`src/rtl/core/rpn_pkg.sv`:
```
// Shared types and constants for the RPN character stream evaluator.
// Holds the value and status widths, character codes, operator and state enums.
// No dependencies.
package rpn_pkg;

    localparam int VAL_W           = 48;
    localparam int STAT_W          = 3;
    localparam int CHAR_W          = 8;
    localparam int DEF_STACK_DEPTH = 16;
    localparam int DEF_FRAC_BITS   = 16;

    localparam logic [STAT_W-1:0] ST_OK   = 3'd0;
    localparam logic [STAT_W-1:0] ST_FEW  = 3'd1;
    localparam logic [STAT_W-1:0] ST_DIV0 = 3'd2;
    localparam logic [STAT_W-1:0] ST_BAD  = 3'd3;
    localparam logic [STAT_W-1:0] ST_MANY = 3'd4;
    localparam logic [STAT_W-1:0] ST_OVF  = 3'd5;

    localparam logic [CHAR_W-1:0] CH_TAB   = 8'h09;
    localparam logic [CHAR_W-1:0] CH_CR    = 8'h0D;
    localparam logic [CHAR_W-1:0] CH_SPACE = 8'h20;
    localparam logic [CHAR_W-1:0] CH_STAR  = 8'h2A;
    localparam logic [CHAR_W-1:0] CH_PLUS  = 8'h2B;
    localparam logic [CHAR_W-1:0] CH_MINUS = 8'h2D;
    localparam logic [CHAR_W-1:0] CH_SLASH = 8'h2F;
    localparam logic [CHAR_W-1:0] CH_ZERO  = 8'h30;
    localparam logic [CHAR_W-1:0] CH_NINE  = 8'h39;

    typedef enum logic [1:0] {OP_ADD, OP_SUB, OP_MUL, OP_DIV} t_op;

    typedef enum logic [1:0] {CL_SPACE, CL_DIGIT, CL_OPER, CL_BAD} t_cls;

    typedef enum logic [2:0] {
        S_IDLE, S_DECODE, S_READ_L, S_LOAD, S_WAIT, S_FIN_RD, S_FIN_OUT
    } t_state;

    typedef enum logic [1:0] {PH_IDLE, PH_RUN, PH_DONE} t_alu_ph;

    typedef struct packed {
        logic start;
        t_op  op;
    } t_alu_req;

    typedef struct packed {
        logic             done;
        logic [VAL_W-1:0] value;
    } t_alu_rsp;

endpackage

```
`src/rtl/core/rpn_alu.sv`:
```
// Shared iterative arithmetic unit: saturating add, subtract, shift-add
// multiply and restoring divide, all on one adder. Depends on rpn_pkg.
module rpn_alu import rpn_pkg::*; #(
    parameter int FRAC_BITS = DEF_FRAC_BITS
) (
    input  logic             i_clk,
    input  logic             i_rst_n,
    input  t_alu_req         i_req,
    input  logic [VAL_W-1:0] i_lhs,
    input  logic [VAL_W-1:0] i_rhs,
    output t_alu_rsp         o_rsp
);

    localparam int DW    = VAL_W + FRAC_BITS;
    localparam int PW    = 2 * VAL_W;
    localparam int CNT_W = $clog2(DW + 1);
    localparam logic [CNT_W-1:0] MUL_LAST = CNT_W'(VAL_W - 1);
    localparam logic [CNT_W-1:0] DIV_LAST = CNT_W'(DW - 1);
    localparam logic [VAL_W-1:0] MAX_V = {1'b0, {(VAL_W-1){1'b1}}};
    localparam logic [VAL_W-1:0] MIN_V = {1'b1, {(VAL_W-1){1'b0}}};

    t_alu_ph          r_ph, n_ph;
    t_op              r_op;
    logic             r_neg;
    logic [VAL_W-1:0] r_x, r_y, r_hi;
    logic [DW-1:0]    r_lo;
    logic [CNT_W-1:0] r_cnt, n_cnt;

    logic [VAL_W-1:0] w_mag_l, w_mag_r;
    logic [VAL_W+1:0] w_ax, w_ay, w_sum;
    logic             w_cin;
    logic [VAL_W:0]   w_rem_sh;
    logic             w_nonneg;
    logic [PW-1:0]    w_prod, w_shift;
    logic             w_big;
    logic [VAL_W-2:0] w_mag;
    logic [VAL_W-1:0] w_res;
    logic [CNT_W-1:0] w_last;

    assign w_mag_l  = i_lhs[VAL_W-1] ? (~i_lhs + 1'b1) : i_lhs;
    assign w_mag_r  = i_rhs[VAL_W-1] ? (~i_rhs + 1'b1) : i_rhs;
    assign w_rem_sh = {r_hi, r_lo[DW-1]};
    assign w_last   = (r_op == OP_MUL) ? MUL_LAST : DIV_LAST;

    always_comb begin
        w_ax  = {{2{r_x[VAL_W-1]}}, r_x};
        w_ay  = {{2{r_y[VAL_W-1]}}, r_y};
        w_cin = 1'b0;
        unique case (r_op)
            OP_ADD: begin
            end
            OP_SUB: begin
                w_ay  = ~{{2{r_y[VAL_W-1]}}, r_y};
                w_cin = 1'b1;
            end
            OP_MUL: begin
                w_ax = {2'b00, r_hi};
                w_ay = r_lo[0] ? {2'b00, r_y} : '0;
            end
            OP_DIV: begin
                w_ax  = {1'b0, w_rem_sh};
                w_ay  = ~{2'b00, r_y};
                w_cin = 1'b1;
            end
            default: begin
            end
        endcase
    end

    assign w_sum    = w_ax + w_ay + {{(VAL_W+1){1'b0}}, w_cin};
    assign w_nonneg = ~w_sum[VAL_W+1];

    assign w_prod  = {r_hi, r_lo[DW-1 -: VAL_W]};
    assign w_shift = w_prod >> FRAC_BITS;

    always_comb begin
        w_big = 1'b0;
        w_mag = '0;
        w_res = '0;
        unique case (r_op)
            OP_ADD, OP_SUB: begin
                if (w_sum[VAL_W+1] != w_sum[VAL_W] || w_sum[VAL_W] != w_sum[VAL_W-1]) begin
                    w_res = w_sum[VAL_W+1] ? MIN_V : MAX_V;
                end else begin
                    w_res = w_sum[VAL_W-1:0];
                end
            end
            OP_MUL, OP_DIV: begin
                if (r_op == OP_MUL) begin
                    w_big = |w_shift[PW-1:VAL_W-1];
                    w_mag = w_shift[VAL_W-2:0];
                end else begin
                    w_big = |r_lo[DW-1:VAL_W-1];
                    w_mag = r_lo[VAL_W-2:0];
                end
                if (w_big) begin
                    w_res = r_neg ? MIN_V : MAX_V;
                end else if (r_neg) begin
                    w_res = ~{1'b0, w_mag} + 1'b1;
                end else begin
                    w_res = {1'b0, w_mag};
                end
            end
            default: begin
            end
        endcase
    end

    always_comb begin
        n_ph  = r_ph;
        n_cnt = r_cnt;
        unique case (r_ph)
            PH_IDLE: begin
                if (i_req.start) begin
                    n_ph  = (i_req.op == OP_ADD || i_req.op == OP_SUB) ? PH_DONE : PH_RUN;
                    n_cnt = '0;
                end
            end
            PH_RUN: begin
                n_cnt = r_cnt + 1'b1;
                if (r_cnt == w_last) begin
                    n_ph = PH_DONE;
                end
            end
            PH_DONE: n_ph = PH_IDLE;
            default: n_ph = PH_IDLE;
        endcase
    end

    always_ff @(posedge i_clk) begin
        if (!i_rst_n) begin
            r_ph  <= PH_IDLE;
            r_cnt <= '0;
        end else begin
            r_ph  <= n_ph;
            r_cnt <= n_cnt;
        end
    end

    always_ff @(posedge i_clk) begin
        if (r_ph == PH_IDLE && i_req.start) begin
            r_op  <= i_req.op;
            r_neg <= i_lhs[VAL_W-1] ^ i_rhs[VAL_W-1];
            r_x   <= i_lhs;
            r_y   <= (i_req.op == OP_MUL || i_req.op == OP_DIV) ? w_mag_r : i_rhs;
            r_hi  <= '0;
            if (i_req.op == OP_DIV) begin
                r_lo <= DW'(w_mag_l) << FRAC_BITS;
            end else begin
                r_lo <= DW'(w_mag_l);
            end
        end else if (r_ph == PH_RUN) begin
            if (r_op == OP_MUL) begin
                r_hi <= w_sum[VAL_W:1];
                r_lo <= {w_sum[0], r_lo[DW-1:1]};
            end else begin
                r_hi <= w_nonneg ? w_sum[VAL_W-1:0] : w_rem_sh[VAL_W-1:0];
                r_lo <= {r_lo[DW-2:0], w_nonneg};
            end
        end
    end

    assign o_rsp.done  = (r_ph == PH_DONE);
    assign o_rsp.value = w_res;

endmodule

```
`src/rtl/core/rpn_char_stream_evaluator.sv`:
```
// Top level of the RPN character stream evaluator: decoder, sequencer,
// operand stack memory and output register. Depends on rpn_pkg and rpn_alu.
//
// channel | direction | handshake          | payload
// --------+-----------+--------------------+------------------------------------
// input   | in        | i_valid / o_ready  | i_character, i_end_of_expression
// output  | out       | o_valid / i_ready  | o_result_value, o_status
//
// Whitespace, digit or bad byte: S_IDLE, S_DECODE. Operators add S_READ_L, S_LOAD, S_WAIT;
// multiply and divide iterate bit-serially on the shared adder, add and subtract do not.
// End-marked item: S_FIN_RD for the stack read, then S_FIN_OUT, held while a result waits.
// Synchronous active-low reset empties the stack and clears the error.
// A result waiting in the output register stalls only the next end-marked item.
module rpn_char_stream_evaluator import rpn_pkg::*; #(
    parameter int STACK_DEPTH = DEF_STACK_DEPTH,
    parameter int FRAC_BITS   = DEF_FRAC_BITS
) (
    input  logic              i_clk,
    input  logic              i_rst_n,
    input  logic              i_valid,
    output logic              o_ready,
    input  logic [CHAR_W-1:0] i_character,
    input  logic              i_end_of_expression,
    output logic              o_valid,
    input  logic              i_ready,
    output logic [VAL_W-1:0]  o_result_value,
    output logic [STAT_W-1:0] o_status
);

    localparam int AW = (STACK_DEPTH > 1) ? $clog2(STACK_DEPTH) : 1;
    localparam int CW = $clog2(STACK_DEPTH + 1);

    t_state            r_state, n_state;
    logic [CW-1:0]     r_count, n_count;
    logic [STAT_W-1:0] r_err, n_err;
    logic [CHAR_W-1:0] r_char;
    logic              r_eoe;
    t_op               r_op;
    logic [VAL_W-1:0]  r_rhs;
    logic              r_o_valid;
    logic [VAL_W-1:0]  r_o_value;
    logic [STAT_W-1:0] r_o_status;

    logic [VAL_W-1:0]  r_stack [STACK_DEPTH];
    logic [VAL_W-1:0]  r_rd_data;

    t_cls              w_cls;
    t_op               w_op;
    logic [VAL_W-1:0]  w_digit;
    logic [CW-1:0]     w_cnt_m1, w_cnt_m2;
    logic              w_wr_en;
    logic [AW-1:0]     w_wr_addr, w_rd_addr;
    logic [VAL_W-1:0]  w_wr_data;
    logic              w_out_free, w_out_load;
    logic [STAT_W-1:0] w_fin_status;
    logic              w_div0;
    t_state            w_post;
    t_alu_req          w_req;
    t_alu_rsp          w_rsp;

    rpn_alu #(
        .FRAC_BITS(FRAC_BITS)
    ) u_alu (
        .i_clk  (i_clk),
        .i_rst_n(i_rst_n),
        .i_req  (w_req),
        .i_lhs  (r_rd_data),
        .i_rhs  (r_rhs),
        .o_rsp  (w_rsp)
    );

    always_comb begin
        w_cls = CL_BAD;
        w_op  = OP_ADD;
        unique case (r_char) inside
            CH_SPACE, [CH_TAB:CH_CR]: w_cls = CL_SPACE;
            [CH_ZERO:CH_NINE]:        w_cls = CL_DIGIT;
            CH_PLUS: begin
                w_cls = CL_OPER;
                w_op  = OP_ADD;
            end
            CH_MINUS: begin
                w_cls = CL_OPER;
                w_op  = OP_SUB;
            end
            CH_STAR: begin
                w_cls = CL_OPER;
                w_op  = OP_MUL;
            end
            CH_SLASH: begin
                w_cls = CL_OPER;
                w_op  = OP_DIV;
            end
            default: w_cls = CL_BAD;
        endcase
    end

    assign w_digit      = VAL_W'(r_char - CH_ZERO) << FRAC_BITS;
    assign w_cnt_m1     = r_count - CW'(1);
    assign w_cnt_m2     = r_count - CW'(2);
    assign w_post       = r_eoe ? S_FIN_RD : S_IDLE;
    assign w_div0       = (r_op == OP_DIV) && (r_rhs == '0);
    assign w_out_free   = !r_o_valid || i_ready;
    assign w_fin_status = (r_err != ST_OK) ? r_err :
                          (r_count != CW'(1)) ? ST_MANY : ST_OK;

    always_comb begin
        n_state = r_state;
        unique case (r_state)
            S_IDLE: begin
                if (i_valid) begin
                    n_state = S_DECODE;
                end
            end
            S_DECODE: begin
                if (r_err == ST_OK && w_cls == CL_OPER && r_count >= CW'(2)) begin
                    n_state = S_READ_L;
                end else begin
                    n_state = w_post;
                end
            end
            S_READ_L: n_state = S_LOAD;
            S_LOAD:   n_state = w_div0 ? w_post : S_WAIT;
            S_WAIT: begin
                if (w_rsp.done) begin
                    n_state = w_post;
                end
            end
            S_FIN_RD: n_state = S_FIN_OUT;
            S_FIN_OUT: begin
                if (w_out_free) begin
                    n_state = S_IDLE;
                end
            end
            default: n_state = S_IDLE;
        endcase
    end

    always_comb begin
        n_count    = r_count;
        n_err      = r_err;
        w_wr_en    = 1'b0;
        w_wr_addr  = r_count[AW-1:0];
        w_wr_data  = w_digit;
        w_rd_addr  = '0;
        w_req      = '{start: 1'b0, op: r_op};
        w_out_load = 1'b0;
        unique case (r_state)
            S_DECODE: begin
                if (r_err == ST_OK) begin
                    unique case (w_cls)
                        CL_SPACE: begin
                        end
                        CL_DIGIT: begin
                            if (r_count >= CW'(STACK_DEPTH)) begin
                                n_err = ST_OVF;
                            end else begin
                                w_wr_en = 1'b1;
                                n_count = r_count + 1'b1;
                            end
                        end
                        CL_OPER: begin
                            if (r_count < CW'(2)) begin
                                n_err = ST_FEW;
                            end else begin
                                w_rd_addr = w_cnt_m1[AW-1:0];
                            end
                        end
                        CL_BAD: n_err = ST_BAD;
                        default: n_err = ST_BAD;
                    endcase
                end
            end
            S_READ_L: w_rd_addr = w_cnt_m2[AW-1:0];
            S_LOAD: begin
                w_rd_addr = w_cnt_m2[AW-1:0];
                if (w_div0) begin
                    n_err = ST_DIV0;
                end else begin
                    w_req.start = 1'b1;
                end
            end
            S_WAIT: begin
                w_rd_addr = w_cnt_m2[AW-1:0];
                if (w_rsp.done) begin
                    w_wr_en   = 1'b1;
                    w_wr_addr = w_cnt_m2[AW-1:0];
                    w_wr_data = w_rsp.value;
                    n_count   = w_cnt_m1;
                end
            end
            S_FIN_OUT: begin
                if (w_out_free) begin
                    w_out_load = 1'b1;
                    n_count    = '0;
                    n_err      = ST_OK;
                end
            end
            default: begin
            end
        endcase
    end

    always_ff @(posedge i_clk) begin
        if (w_wr_en) begin
            r_stack[w_wr_addr] <= w_wr_data;
        end
        r_rd_data <= r_stack[w_rd_addr];
    end

    always_ff @(posedge i_clk) begin
        if (!i_rst_n) begin
            r_state   <= S_IDLE;
            r_count   <= '0;
            r_err     <= ST_OK;
            r_o_valid <= 1'b0;
        end else begin
            r_state <= n_state;
            r_count <= n_count;
            r_err   <= n_err;
            if (w_out_load) begin
                r_o_valid <= 1'b1;
            end else if (i_ready) begin
                r_o_valid <= 1'b0;
            end
        end
    end

    always_ff @(posedge i_clk) begin
        if (r_state == S_IDLE && i_valid) begin
            r_char <= i_character;
            r_eoe  <= i_end_of_expression;
        end
        if (r_state == S_DECODE) begin
            r_op <= w_op;
        end
        if (r_state == S_READ_L) begin
            r_rhs <= r_rd_data;
        end
        if (w_out_load) begin
            r_o_status <= w_fin_status;
            r_o_value  <= (w_fin_status == ST_OK) ? r_rd_data : '0;
        end
    end

    assign o_ready        = (r_state == S_IDLE);
    assign o_valid        = r_o_valid;
    assign o_result_value = r_o_value;
    assign o_status       = r_o_status;

    a_count_bound: assert property (@(posedge i_clk) disable iff (!i_rst_n)
        r_count <= CW'(STACK_DEPTH))
        else $error("stack count above depth");

    a_err_zero_value: assert property (@(posedge i_clk) disable iff (!i_rst_n)
        (o_valid && o_status != ST_OK) |-> (o_result_value == '0))
        else $error("error result carries nonzero value");

    a_busy_after_accept: assert property (@(posedge i_clk) disable iff (!i_rst_n)
        (i_valid && o_ready) |=> !o_ready)
        else $error("ready held after request accepted");

    a_alu_done_in_wait: assert property (@(posedge i_clk) disable iff (!i_rst_n)
        w_rsp.done |-> (r_state == S_WAIT))
        else $error("arithmetic unit finished outside wait state");

    a_out_hold: assert property (@(posedge i_clk) disable iff (!i_rst_n)
        (o_valid && !i_ready) |=> (o_valid && $stable(o_status)))
        else $error("pending result dropped or changed");

endmodule
```
`config.mk`:
```
export PLATFORM = sky130hd
export DESIGN_NAME = rpn_char_stream_evaluator
export DESIGN_NICKNAME = d
export VERILOG_FILES = /design/src/rtl/core/rpn_pkg.sv /design/src/rtl/core/rpn_alu.sv /design/src/rtl/core/rpn_char_stream_evaluator.sv
export SDC_FILE = /design/constraint.sdc
export NUM_CORES = 2
export LEC_CHECK = 0
export ABC_AREA = 1
export BUFFER_PORTS_ARGS = -buffer_cell sky130_fd_sc_hd__buf_4
export CAP_MARGIN = 20
export CORE_AREA = 3 3 385 387
export CTS_CLUSTER_SIZE = 10
export DETAILED_ROUTE_END_ITERATION = 10
export DIE_AREA = 0 0 388 390
export SETUP_SLACK_MARGIN = 0.3
export SLEW_MARGIN = 20
export SYNTH_ARGS = -nofsm -noshare
export SYNTH_HDL_FRONTEND = slang
export SYNTH_SLANG_ARGS = --single-unit
```
`constraint.sdc`:
```
create_clock -name i_clk -period 16 [get_ports i_clk]
set_input_delay 3.2 -clock i_clk [delete_from_list [all_inputs] [get_ports i_clk]]
set_output_delay 3.2 -clock i_clk [all_outputs]
set_load 0.05 [all_outputs]
```
==> metrics <==
Leak Pwr=around 25 nW; hpwl dp=134000 µm; Clock Tree Buf Depth=3; commonest non-fill, non-tap cells in the layout=nand2_1, edfxtp_1, inv_1, nand3_1, o211ai_1; Slew headroom=between 15 and 20%; Post-synth EDFFs=1041; Hold Path Class=flop to flop; Worst-Margin Slew=1.26 ns; top cells by area, synth=edfxtp_1, nand2_1, inv_1; H-Tree Depth=4; max cap viols=0; endpoints failing hold=0; GP Congestion=1.00; Hold Buf Count CTS=0; setup bufs post-CTS=0; WP buf/inv=5; ANT nets after route=0; Seq/Total Area, Yosys=58.2%; Die Y-Extent=390 µm; commonest non-fill, non-tap cell in the layout=nand2_1; Top cell by count, worst path=nand2_1; Clock Latency Late Sink=0.79 ns; Fill cells=13704; Critical Path Source=u_alu.r_op[1]$_DFFE_PP_; clock period minus worst slack=7.17 ns; HP Start=r_err[0]$_SDFFE_PN0P_; sequence of cells on the critical path=buf_4, inv_2, nor2_1, inv_2, nand3_1, o21a_1, fa_1, fa_1, inv_1, nand3_1, nand2_1, nand2_1, nand2_1, nand2_1, nand2_1, nand2_1, nand3_1, nand2_1, nand2_1, nand2_1, a21oi_2, buf_4, nand2_1, a21oi_1; Die W=388 µm; Unique masters post-synth=52; Max Fanout on Critical Path=70; GR Overflow Total=0; RSZ-0062 raised after global routing=false; Worst-path clk slew=0.06 ns; vias=45836; Root Driver=clkbuf_16; Via-to-Cell Ratio=5.58; Max Slew Vio Count=0; Worst Clk Skew=about 0.048 ns; Data required, critical path=16.42 ns; register bit total from synthesis=1158; Async S/R FF share, synth=0%; Final #Nets=around 6300; number of clock sinks=1158; net switching power=3.38 mW; critical path type=flop to flop; post-cts gate resize count=0; share of layout cells above drive strength 1=6.23%; CP peak stage delay=0.87 ns; slowest CP cell=a21oi_1; Yosys top cell area share=54.1%; CTS Buf Count=140; Routed WL per cell=24.5 µm; Max VDD drop=113 µV; 1st-iter DRT viols=5493; # DRC=0; drt total wl=between 200000 and 250000 µm; Worst R2R Start=u_alu.r_op[1]$_DFFE_PP_; Max Fclk=139 MHz; IO Count=66; pin count of the biggest net entering global routing=146; Rows=140; main flop type after synthesis=edfxtp_1; First-pass DRT Iterations=6; Syn Nets=6275; syn avg cell area=9.33 µm²; cell family with the largest share of critical-path delay=buffers and inverters; Gate Count Post-Synth=6194; outcome=finished clean; Clk pwr share=32.0%; Initial Utilization=just under 40%; core box area=between 100000 and 150000 µm²; total power=9.33 mW; Sw Ratio=36.3%; die footprint=151000 µm²; Crit. End Element=flop; PD cells=145 nW/µm²; vias in the first global route=around 42000; Final setup viols=0; crit share post-route=44.8%; Port Buffers=between 60 and 70; Yosys top cell by area=edfxtp_1; global-route wire length before repair=289000 µm; global-route usage over all layers=approximately a quarter; initial antenna violation count=20; Flop pwr share=41.8%; Setup crit start kind=flop; Layout Area Growth over Synthesis=11.7%; synthesized area=57800 µm²; CTS tree=done; YS warnings=0; worst path arrival time=approximately 7.6 ns; Fin Setup TNS=0 ns; Gate power share=26.2%; Cell Int Power=approximately 5.9 mW
[worst register-to-register path, delay by kind of cell (launching register included)]
| family | cells | cell delay, ns |
|---|---|---|
| buffers and inverters | 5 | 2.48 |
| flip-flops | 1 | 0.35 |
| adder cells (fa/ha/maj) | 2 | 0.88 |
| AO/OA/AOI/OAI | 3 | 1.22 |
| AND/OR/NAND/NOR | 14 | 1.86 |
[power by group through the flow]
stage	Clock (mW)	Combinational (mW)	Sequential, mW
finish	2.99	2.44	3.90
global route	3.15	2.63	3.90
CTS	3.03	2.39	3.89
detailed placement	0	2.38	3.95
global placement	0	2.38	3.94
floorplan	0	1.43	3.77
[area by class of cell]
class                      instances  area [µm²]  area share (%)
timing repair buffer             153        1180            1.82
multi-input combinational       3851       19800            30.6
sequential                      1158       33600            52.1
tap                             1917        2400            3.72
inverter                         875        3290            5.10
clock inverter                    31         420           0.651
antenna                           15        37.5          0.0582
clock buffer                     212        3840            5.94
[flip-flops by register name (all words and copies together), names as in the netlist, 8 cells and up]
| register | flops |
|---|---|
| r_rhs | 48 |
| u_alu.r_x | 48 |
| u_alu.r_lo | 64 |
| r_stack | 768 |
| r_char | 8 |
| u_alu.r_y | 48 |
| r_rd_data | 48 |
| u_alu.r_hi | 48 |
| o_result_value | 48 |
[synth_stat cells (all sizes together) (38+ instances only)]
cell type and number:
nand3 424, buf 171, a21oi 212, o22ai 85, clkbuf 139, o21ai 426
xnor2 38, nor3 54, nand2 1432, nand4 58, xor2 102, dfxtp 117
nor2 437, ha 66, inv 872, edfxtp 1041, o211ai 415
[stage by stage]
| step | utilization (%) | setup slack, ns | cell area, µm² | std cells | hold WS [ns] |
|---|---|---|---|---|---|
| after floorplan | - | 7.73 | 57800 | 6194 | 0.426 |
| after global placement | 41.5 | 9.27 | 60200 | 7954 | 0.440 |
| after detailed placement | 41.5 | 9.10 | 60200 | 7954 | 0.450 |
| after CTS | 44.4 | 9.09 | 64500 | 8197 | 0.465 |
| after global routing | 44.4 | 8.55 | 64500 | 8197 | 0.475 |
| final | 44.4 | 8.83 | 64500 | 8212 | 0.467 |
[final timing paths]
path,end,slack (ns),cells after the start
worst max register to register,r_stack[11][5]$_DFFE_PP_,8.83,24
worst min register to register,o_status[0]$_DFFE_PP_,0.47,0
worst min-delay path,o_status[0]$_DFFE_PP_,0.47,0
worst max-delay path,r_stack[11][5]$_DFFE_PP_,8.83,24
[layer usage]
| metal | vias to the layer above | routed length [µm] | GRT usage [%] |
|---|---|---|---|
| li1 | 21133 | - | - |
| met1 | 22020 | 83000 | 35.5 |
| met2 | 2243 | 89600 | 40.0 |
| met3 | 436 | 19100 | 5.36 |
| met4 | 4 | 9340 | 11.8 |
| met5 | - | 22 | 0 |
[cell families (layout without fill, tap and decap cells)]
group / Yosys count / in the layout / synth area share [%]
buf+inv: 1185 / 1271 / 8.08
fa+ha+maj: 68 / 68 / 1.50
xor+xnor: 140 / 140 / 2.12
compound gates: 1191 / 1191 / 12.6
other cells: 0 / 15 / 0
flops: 1158 / 1158 / 58.2
simple gates: 2452 / 2452 / 17.6
No activity file was read; power rests on OpenSTA's default activity.
